==> src/hw/rtl/rc4sc_pkg.sv <==
`default_nettype none

package rc4sc_pkg;

    localparam int BYTE_W        = 8;
    localparam int TABLE_DEPTH   = 256;
    localparam int ADDR_W        = 8;
    localparam int CFG_W         = 64;
    localparam int KEY_BYTES_DEF = 8;
    localparam int KEY_IDX_W     = 3;

    // request kinds carried on tuser
    localparam logic OP_INIT = 1'b0;
    localparam logic OP_DATA = 1'b1;

endpackage : rc4sc_pkg

`default_nettype wire

==> src/hw/rtl/rc4sc_ram.sv <==
`default_nettype none

module rc4sc_ram #(
    parameter int DATA_W = 8,
    parameter int DEPTH  = 256,
    parameter int ADDR_W = $clog2(DEPTH)
) (
    input  wire logic              aclk,
    input  wire logic              we,
    input  wire logic [ADDR_W-1:0] waddr,
    input  wire logic [DATA_W-1:0] wdata,
    input  wire logic [ADDR_W-1:0] raddr,
    output logic      [DATA_W-1:0] rdata
);

    logic [DATA_W-1:0] mem [DEPTH];

    // read returns the old contents on a same-address write
    always_ff @(posedge aclk) begin
        if (we) begin
            mem[waddr] <= wdata;
        end
        rdata <= mem[raddr];
    end

endmodule : rc4sc_ram

`default_nettype wire

==> src/hw/rtl/rc4_stream_cipher.sv <==
`default_nettype none
// data request: S[j] read, S[i] and S[j] written, S[t] read on the single-write, single-read
//   permutation ram, result registered once the output is free; then the next one is taken
// init request: identity fill of all 256 entries, then a keyed swap per entry; the block
//   takes no request until it is done, and it gives no result
// reset (aresetn low, synchronous): indices and key cleared, output empty; the permutation
//   holds nothing meaningful until the first init request
module rc4_stream_cipher
    import rc4sc_pkg::*;
#(
    parameter int KEY_BYTES = KEY_BYTES_DEF
) (
    input  wire logic             aclk,
    input  wire logic             aresetn,
    // configuration: key bytes little-endian, byte 0 in bits 7:0
    input  wire logic             cfg_wr_en,
    input  wire logic [CFG_W-1:0] cfg_wr_data,
    // request channel
    input  wire logic             s_tvalid,
    output logic                  s_tready,
    input  wire logic [7:0]       s_tdata,   // [7:0] data_in
    input  wire logic [0:0]       s_tuser,   // [0] op
    // result channel
    output logic                  m_tvalid,
    input  wire logic             m_tready,
    output logic      [7:0]       m_tdata    // [7:0] data_out
);

    localparam int KEY_W = KEY_BYTES * BYTE_W;

    typedef enum logic [3:0] {
        ST_IDLE,
        ST_FILL,     // identity fill, one entry a cycle
        ST_KS_RD_I,  // key schedule: read S[n]
        ST_KS_RD_J,  // key schedule: update j, read S[j]
        ST_KS_WR_I,  // key schedule: S[n] <= S[j]
        ST_KS_WR_J,  // key schedule: S[j] <= old S[n]
        ST_D_RD_J,   // data: S[i] arrives, update j, read S[j]
        ST_D_WR_I,   // data: S[i] <= S[j]
        ST_D_WR_J,   // data: S[j] <= old S[i], read S[t]
        ST_D_OUT     // data: keystream byte arrives, load output
    } state_t;

    state_t                 state_reg, state_next;
    logic [KEY_W-1:0]       key_reg, key_next;
    logic [ADDR_W-1:0]      i_reg, i_next;
    logic [ADDR_W-1:0]      j_reg, j_next;
    logic [ADDR_W-1:0]      n_reg, n_next;
    logic [KEY_IDX_W-1:0]   kidx_reg, kidx_next;
    logic [BYTE_W-1:0]      sa_reg, sa_next;     // S[i] (or S[n] in the key schedule)
    logic [BYTE_W-1:0]      sb_reg, sb_next;     // S[j]
    logic [ADDR_W-1:0]      t_reg, t_next;
    logic                   fwd_reg, fwd_next;   // t hit j during the final write
    logic [BYTE_W-1:0]      din_reg, din_next;
    logic                   m_tvalid_reg, m_tvalid_next;
    logic [BYTE_W-1:0]      m_tdata_reg, m_tdata_next;

    // permutation ram port signals
    logic                   ram_we;
    logic [ADDR_W-1:0]      ram_waddr;
    logic [BYTE_W-1:0]      ram_wdata;
    logic [ADDR_W-1:0]      ram_raddr;
    logic [BYTE_W-1:0]      ram_rdata;

    logic [BYTE_W-1:0]      key_byte;
    logic [ADDR_W-1:0]      j_sum;
    logic [ADDR_W-1:0]      t_sum;
    logic [BYTE_W-1:0]      ks_byte;
    logic                   s_accept;
    logic                   out_free;

    rc4sc_ram #(
        .DATA_W (BYTE_W),
        .DEPTH  (TABLE_DEPTH),
        .ADDR_W (ADDR_W)
    ) u_perm_ram (
        .aclk  (aclk),
        .we    (ram_we),
        .waddr (ram_waddr),
        .wdata (ram_wdata),
        .raddr (ram_raddr),
        .rdata (ram_rdata)
    );

    assign s_tready = (state_reg == ST_IDLE);
    assign s_accept = s_tvalid && s_tready;
    assign out_free = !m_tvalid_reg || m_tready;
    assign m_tvalid = m_tvalid_reg;
    assign m_tdata  = m_tdata_reg;

    // key byte for the current keyed swap, cycling over KEY_BYTES
    assign key_byte = key_reg[kidx_reg*BYTE_W +: BYTE_W];

    // ram read data is S[n] in the key schedule and S[i] for a data request
    assign j_sum = (state_reg == ST_KS_RD_J) ? ADDR_W'(j_reg + ram_rdata + key_byte)
                                             : ADDR_W'(j_reg + ram_rdata);
    assign t_sum = ADDR_W'(sa_reg + sb_reg);

    // the read of S[t] shares its edge with the write of S[j], so that case is forwarded
    assign ks_byte = fwd_reg ? sa_reg : ram_rdata;

    always_comb begin
        state_next    = state_reg;
        key_next      = key_reg;
        i_next        = i_reg;
        j_next        = j_reg;
        n_next        = n_reg;
        kidx_next     = kidx_reg;
        sa_next       = sa_reg;
        sb_next       = sb_reg;
        t_next        = t_reg;
        fwd_next      = fwd_reg;
        din_next      = din_reg;
        m_tvalid_next = m_tvalid_reg;
        m_tdata_next  = m_tdata_reg;

        ram_we    = 1'b0;
        ram_waddr = n_reg;
        ram_wdata = n_reg;
        ram_raddr = t_reg;

        if (m_tready) begin
            m_tvalid_next = 1'b0;
        end

        if (cfg_wr_en) begin
            key_next = cfg_wr_data[KEY_W-1:0];
        end

        unique case (state_reg)
            ST_IDLE: begin
                // keep S[i+1] coming so a data request finds it in ST_D_RD_J
                ram_raddr = ADDR_W'(i_reg + 1'b1);
                if (s_accept) begin
                    if (s_tuser[0] == OP_INIT) begin
                        n_next     = '0;
                        state_next = ST_FILL;
                    end else begin
                        i_next     = ADDR_W'(i_reg + 1'b1);
                        din_next   = s_tdata;
                        state_next = ST_D_RD_J;
                    end
                end
            end

            ST_FILL: begin
                ram_we    = 1'b1;
                ram_waddr = n_reg;
                ram_wdata = n_reg;
                n_next    = ADDR_W'(n_reg + 1'b1);
                if (n_reg == ADDR_W'(TABLE_DEPTH - 1)) begin
                    j_next     = '0;
                    kidx_next  = '0;
                    state_next = ST_KS_RD_I;
                end
            end

            ST_KS_RD_I: begin
                ram_raddr  = n_reg;
                state_next = ST_KS_RD_J;
            end

            ST_KS_RD_J: begin
                ram_raddr  = j_sum;
                j_next     = j_sum;
                sa_next    = ram_rdata;
                state_next = ST_KS_WR_I;
            end

            ST_KS_WR_I: begin
                ram_we     = 1'b1;
                ram_waddr  = n_reg;
                ram_wdata  = ram_rdata;
                state_next = ST_KS_WR_J;
            end

            ST_KS_WR_J: begin
                ram_we    = 1'b1;
                ram_waddr = j_reg;
                ram_wdata = sa_reg;
                n_next    = ADDR_W'(n_reg + 1'b1);
                if (kidx_reg == KEY_IDX_W'(KEY_BYTES - 1)) begin
                    kidx_next = '0;
                end else begin
                    kidx_next = KEY_IDX_W'(kidx_reg + 1'b1);
                end
                if (n_reg == ADDR_W'(TABLE_DEPTH - 1)) begin
                    i_next     = '0;
                    j_next     = '0;
                    state_next = ST_IDLE;
                end else begin
                    state_next = ST_KS_RD_I;
                end
            end

            ST_D_RD_J: begin
                ram_raddr  = j_sum;
                j_next     = j_sum;
                sa_next    = ram_rdata;
                state_next = ST_D_WR_I;
            end

            ST_D_WR_I: begin
                ram_we     = 1'b1;
                ram_waddr  = i_reg;
                ram_wdata  = ram_rdata;
                sb_next    = ram_rdata;
                state_next = ST_D_WR_J;
            end

            ST_D_WR_J: begin
                ram_we     = 1'b1;
                ram_waddr  = j_reg;
                ram_wdata  = sa_reg;
                ram_raddr  = t_sum;
                t_next     = t_sum;
                fwd_next   = (t_sum == j_reg);
                state_next = ST_D_OUT;
            end

            ST_D_OUT: begin
                // re-reading S[t] keeps the read data steady while the output is full
                ram_raddr = t_reg;
                if (out_free) begin
                    m_tvalid_next = 1'b1;
                    m_tdata_next  = din_reg ^ ks_byte;
                    state_next    = ST_IDLE;
                end
            end

            default: begin
                state_next = ST_IDLE;
            end
        endcase
    end

    always_ff @(posedge aclk) begin
        if (!aresetn) begin
            state_reg    <= ST_IDLE;
            key_reg      <= '0;
            i_reg        <= '0;
            j_reg        <= '0;
            n_reg        <= '0;
            kidx_reg     <= '0;
            m_tvalid_reg <= 1'b0;
        end else begin
            state_reg    <= state_next;
            key_reg      <= key_next;
            i_reg        <= i_next;
            j_reg        <= j_next;
            n_reg        <= n_next;
            kidx_reg     <= kidx_next;
            m_tvalid_reg <= m_tvalid_next;
        end
        sa_reg      <= sa_next;
        sb_reg      <= sb_next;
        t_reg       <= t_next;
        fwd_reg     <= fwd_next;
        din_reg     <= din_next;
        m_tdata_reg <= m_tdata_next;
    end

endmodule : rc4_stream_cipher

`default_nettype wire
==> config.mk <==
export PLATFORM = sky130hd
export DESIGN_NAME = rc4_stream_cipher
export DESIGN_NICKNAME = d
export VERILOG_FILES = /design/src/hw/rtl/rc4sc_pkg.sv /design/src/hw/rtl/rc4sc_ram.sv /design/src/hw/rtl/rc4_stream_cipher.sv
export SDC_FILE = /design/constraint.sdc
export NUM_CORES = 2
export LEC_CHECK = 0
export ABC_AREA = 1
export BUFFER_PORTS_ARGS = -buffer_cell sky130_fd_sc_hd__buf_2
export CAP_MARGIN = 20
export CORE_MARGIN = 10
export CORE_UTILIZATION = 35
export DETAILED_ROUTE_END_ITERATION = 16
export GPL_TIMING_DRIVEN = 0
export PLACE_DENSITY = 0.48
export SLEW_MARGIN = 20
export SYNTH_ARGS = -nofsm -noshare
export SYNTH_HDL_FRONTEND = slang
export SYNTH_SLANG_ARGS = --single-unit
==> constraint.sdc <==
create_clock -name aclk -period 12.91 [get_ports aclk]
set_input_delay 1.291 -clock aclk [delete_from_list [all_inputs] [get_ports aclk]]
set_output_delay 1.291 -clock aclk [all_outputs]
set_load 0.05 [all_outputs]
# Yosys cells after proc, flatten, opt, wreduce, memory -nomap -nowiden
# Memories as Yosys holds them, arrays and structs flattened. A register that Yosys moved wholly into a read port is not among the register bits.
# Cells that the tools add are included.
# Widths: inputs -> output; s select.
[totals]
register_bits = 137
latchBits = 0
mem_bits_rw = 2048
romBits = 0
inputBits = 78
out_inout_bits = 10
word_cells = 89
memories = 1
[mem_list]
columns = ["name", "depth", "width", "read_ports", "rd_ports_with_merged_regs", "write_ports", "line_no", "text"]
rows = [
  ["u_perm_ram.mem", 256, 8, 1, 1, 1, "rc4sc_ram.sv:16", "logic [DATA_W-1:0] mem [DEPTH];"],
]
[op_classes]
add_sub_neg = 6
n_mul = 0
div_mod_pow = 0
n_lt_le_gt_ge = 0
n_eq_ne = 19
shift = 1
muxes = 28
bitwise = 1
reduce_logical = 20
[ops]
columns = ["operator", "count"]
rows = [
  ["$pmux 8 s2", 5],
  ["$shiftx 64x7->8", 1],
  ["$mux 8", 7],
  ["$pmux 4 s10", 1],
  ["$pmux 8 s4", 1],
  ["$add 8x8->8", 3],
  ["$add 8x1->8 const B", 2],
  ["$eq 4x3->1 const B", 4],
  ["$mux 4", 3],
  ["$mux 3", 3],
  ["$reduce_and 3->1", 3],
  ["$eq 4x2->1 const B", 2],
  ["$eq 4x4->1 const B", 2],
  ["$eq 8x8->1", 1],
  ["$eq 8x8->1 const B", 1],
  ["$ne 2x2->1 const B", 4],
  ["$reduce_bool 2->1", 4],
  ["$reduce_or 2->1", 4],
  ["$xor 8x8->8", 1],
  ["$mux 1", 6],
  ["$ne 2x1->1 const B", 3],
  ["$pmux 3 s2", 1],
  ["$reduce_and 2->1", 3],
  ["$reduce_or 5->1", 1],
  ["9 further kinds", 9],
]

# Logic depth before layout (Yosys ltp)
[logic_depth]
ltp_word = 5
ltp_mapped = 27
ltp_nobuf = 24

# Hierarchy
# A second synthesis with hierarchy kept.
[unflattened]
hier_cells = 7990
hier_area_um2 = 90857.1
[by_module_without_submodules]
columns = ["mod", "instances", "cells_per_inst", "area_each_um2", "seq_area_each_um2"]
rows = [
  ["rc4sc_ram", 1, 7003, 83396.2, 61659.1],
  ["rc4_stream_cipher", 1, 987, 7460.9, 3153.0],
]

# Worst setup path after synthesis
# No wires, ideal clock.
[synth_timing]
path_type = "reg-to-reg"
startpoint = "register state_reg[2]"
endpoint = "memory u_perm_ram.mem[0][0], data pin"
setup_time_ns = 1.534
t_arrival_ns = 7.894
required_time_ns = 11.376
slack_ns = 3.482
stages_incl_launch_ff = 8
n_path_buf = 1
period_less_slack_ns = 9.428
path_cell_list = "dfxtp_1 -> inv_1 -> nor2_2 -> inv_2 -> nor2_1 -> buf_2 -> nor2_1 -> o211ai_1"
[synth_between]
elab_chain_len = 3
elab_cells_between_ends = 7
cone_classes = "eq/ne: 4; mux: 1; reduce/logical: 2"
[synth_rtl]
columns = ["element", "line_no", "text"]
rows = [
  ["start, declared", "rc4_stream_cipher.sv:44", "state_t state_reg, state_next;"],
  ["start signal, assigned", "rc4_stream_cipher.sv:247", "state_reg <= state_next;"],
  ["$eq 4x3->1 or $eq 4x4->1 (tied branches)", "rc4_stream_cipher.sv:130", "unique case (state_reg)"],
  ["$reduce_or 2->1 (no line)", "--", ""],
  ["$pmux 8 s2 *", "rc4_stream_cipher.sv:130", ""],
  ["net ram_wdata[0]", "rc4_stream_cipher.sv:61", "logic [BYTE_W-1:0] ram_wdata;"],
  ["end, declared", "rc4sc_ram.sv:16", ""],
]
# The timed path passes the listed nets; every way through them passes the cells marked *.

# Worst setup path in the final report
[layout_timing]
startpoint = "register kidx_reg[0]"
endpoint = "register u_perm_ram.rdata[3], read port of u_perm_ram.mem"
[layout_between]
elab_chain_len = 4
[layout_rtl]
columns = ["element", "line_no", "text"]
rows = [
  ["start, declared", "rc4_stream_cipher.sv:49", "logic [KEY_IDX_W-1:0] kidx_reg, kidx_next;"],
  ["start signal, assigned", "rc4_stream_cipher.sv:252", "kidx_reg <= kidx_next;"],
  ["$shiftx 64x7->8", "rc4_stream_cipher.sv:92", "assign key_byte = key_reg[kidx_reg*BYTE_W +: BYTE_W];"],
  ["$add 8x8->8", "rc4_stream_cipher.sv:95", "assign j_sum = (state_reg == ST_KS_RD_J) ? ADDR_W'(j_reg + ram_rdata + key_byte)"],
  ["$mux 8", "rc4_stream_cipher.sv:95", ""],
  ["$pmux 8 s4", "rc4_stream_cipher.sv:130", ""],
  ["end, declared", "rc4sc_ram.sv:13", "output logic [DATA_W-1:0] rdata"],
]
# No other way between the ends.
# A chain may end at the register's enable or synchronous reset.

==> flow_summary.yaml <==
critical_path:
  startpoint_type: "register"
  cp.required_ns: 13.65
  critPathKind: "reg -> reg"
  cp-end-kind: "register"
  cpPeakStageDelay_ns: 0.80
  worstPathArrival_ns: 8.26
  worst_path_most_repeated_cell: "nand3_1"
  slowest_stage: "nor2_1"
  path_cells: "clkbuf_1 > inv_1 > clkbuf_1 > clkbuf_1 > nor2_1 > o22ai_1 > nor2_1 > a31oi_1 > ha_1 > fa_1 > xor2_1 > o211ai_1 > nand3_1 > nor2_1 > buf_2 > buf_2 > nand3_1 > nand3_1 > nand3_1 > nand3_1 > nand3_1 > nand3_1 > nand2_1"
  critPathMaxFanout: 10
clock_network:
  clk_latency_ns: 0.93
  post_cts.repair.setup_buffers: 0
  cts_sinks: 2193
  cts_resized: 0
  cts.clk_slew.worst_paths_ns: 0.06
  cts_max_path_buffers: 4
  holdBufCountCts: 0
  ctsRootBufferMaster: "clkbuf_16"
  htreeDepth: 4
  cts_tree: "yes"
  cts_made_buffers: 245
placement:
  dp_slack_ns: 5.74
  finalWeightedCongestion: 0.983
  dp_cells: 13200
  place_hpwl_microns: 331000
  portBuffers: 86
synthesis:
  synth_seq_cells: 2193
  ys_top_cells_by_count: "edfxtp_1, nand2_1, nand3_1"
  ys_warn_count: 0
  synth-seq-area-share: 0.670
  syn-num-nets: 9130
  synth_cell_types: 43
  synth_area_sq_mm: 0.0968
  yosysMostFrequentCell: "edfxtp_1"
  synth_ff_type: "edfxtp_1"
  synthCells: 9024
  yosysTopAreaCellShare: 0.648
  ys_top_cells_by_area: "edfxtp_1, nand3_1, nand2_1"
  syn_avg_cell_area_sq_um: 10.7
  synth_enable_flop_cells: 2089
  yosysTopAreaCell: "edfxtp_1"
  synthArstFlopShare: 0
layout:
  largest_reg_flops: 2048
  final_nets: 9829
  drive_gt1_frac: 0.148
  layout.cells.non_filler: 13600
  syn_to_final_growth_pct: 17.1
timing:
  fin_setup_tns_ns: 0
  fmax_mhz: 133
  setup_slack_ns: 5.39
  hold_viol: 0
  grt_setup_unrepaired: "no"
  finalSetupViolCount: 0
  post-route-period-util: 0.583
  worstMarginPinSlew_ns: 1.29
  period_needed_ns: 7.52
  slew_violations: 0
  skew_ns: 0.0401
  relSlewSlack: 0.140
global_routing:
  grt_pass1_vias: 70600
  antenna_found_initial: 16
  grtUsageTotal: 0.283
  grt.overflow.total: 0
  grt_max_degree: 18
  grt_pass1_wl_microns: 591000
  grtUsageMet3: 0.0558
  use_met1: 0.383
  grt.busiest_layer: "met2"
  use_met2: 0.434
route:
  drt_iter0_drc: 11800
  ant_nets: 0
  vias: 75700
  avgViaCountPerCell: 5.56
  wl_per_cell_microns: 32.5
  drc: 0
  wl_microns: 442000
  first_pass_iters: 6
floorplanning:
  die_h_microns: 546
  initial_core_util: 0.353
  core_area_sq_mm: 0.274
  boundaryPins: 88
  rows: 192
  die_x_microns: 546
  dieArea_sq_mm: 0.298
hold_path:
  hold_path.class: "reg -> reg"
job:
  max_cap_violations: 0
outcome:
  status: "complete, no violations"
[final timing paths]
check	cells past startpoint	slack, ns	endpoint	from
setup / recovery	23	5.39	u_perm_ram.rdata[3]	kidx_reg[0]
hold / removal	2	0.50	key_reg[25]	key_reg[25]
setup reg to reg	23	5.39	u_perm_ram.rdata[3]	kidx_reg[0]
hold reg to reg	2	0.50	key_reg[25]	key_reg[25]
[final cells by class]
class                      count  area [sq um]
fill                       26700        161000
sequential                  2193         64800
multi-input combinational   5246         26000
clock buffer                 304          6390
tap                         3686          4610
inverter                    1002          3760
timing repair buffer         452          3700
buffer                       583          2830
clock inverter               129          1230
antenna                        8          20.0
[metal layers]
layer / part of all wire / wire length [microns]
met1: 0.40 / 178000
met2: 0.44 / 194000
met3: 0.097 / 43000
met4: 0.061 / 27200
met5: 0.000057 / 25
[through the flow]
| step | hold slack, ns | cell area [sq um] | util |
|---|---|---|---|
| after floorplan | 0.452 | 96800 | - |
| after global placement | 0.478 | 102000 | 0.371 |
| after detailed placement | 0.481 | 106000 | 0.385 |
| after CTS | 0.497 | 113000 | 0.413 |
| after global routing | 0.523 | 113000 | 0.413 |
| final | 0.501 | 113000 | 0.413 |
[kinds of logic after synthesis]
logic type,count (synthesis),synth area share
xor gates and xnor gates,30,0.00272
and+or+nand+nor,4849,0.235
AOI/OAI and AO/OA,339,0.0213
buffers and inverters,1585,0.0678
adders and majority gates,28,0.00385
DFF,2193,0.670
[critical path, delay by kind of cell, from the launching register on]
family / cells / cell delay, ns
buffers and inverters: 6 / 2.32
AO/OA/AOI/OAI: 3 / 0.57
AND/OR/NAND/NOR: 11 / 3.08
adder cells (fa/ha/maj): 2 / 0.76
flip-flops: 1 / 0.34
XOR/XNOR: 1 / 0.19
[placed cells by master (no fill, tap or decap), types with 51 or more instances in the layout]
cell	instances
buf_6	54
nand3b_1	567
edfxtp_1	2089
o21ai_0	122
clkbuf_1	183
buf_4	297
buf_2	470
nand2_1	1958
inv_1	984
clkbuf_16	247
a21oi_1	51
o211ai_1	120
dfxtp_1	104
nor2_1	290
nor2_2	211
nand3_1	1785
Power is left out: the tool's default activity adds up to more than one toggle a clock period on the data nets, which glitch-free logic cannot reach.
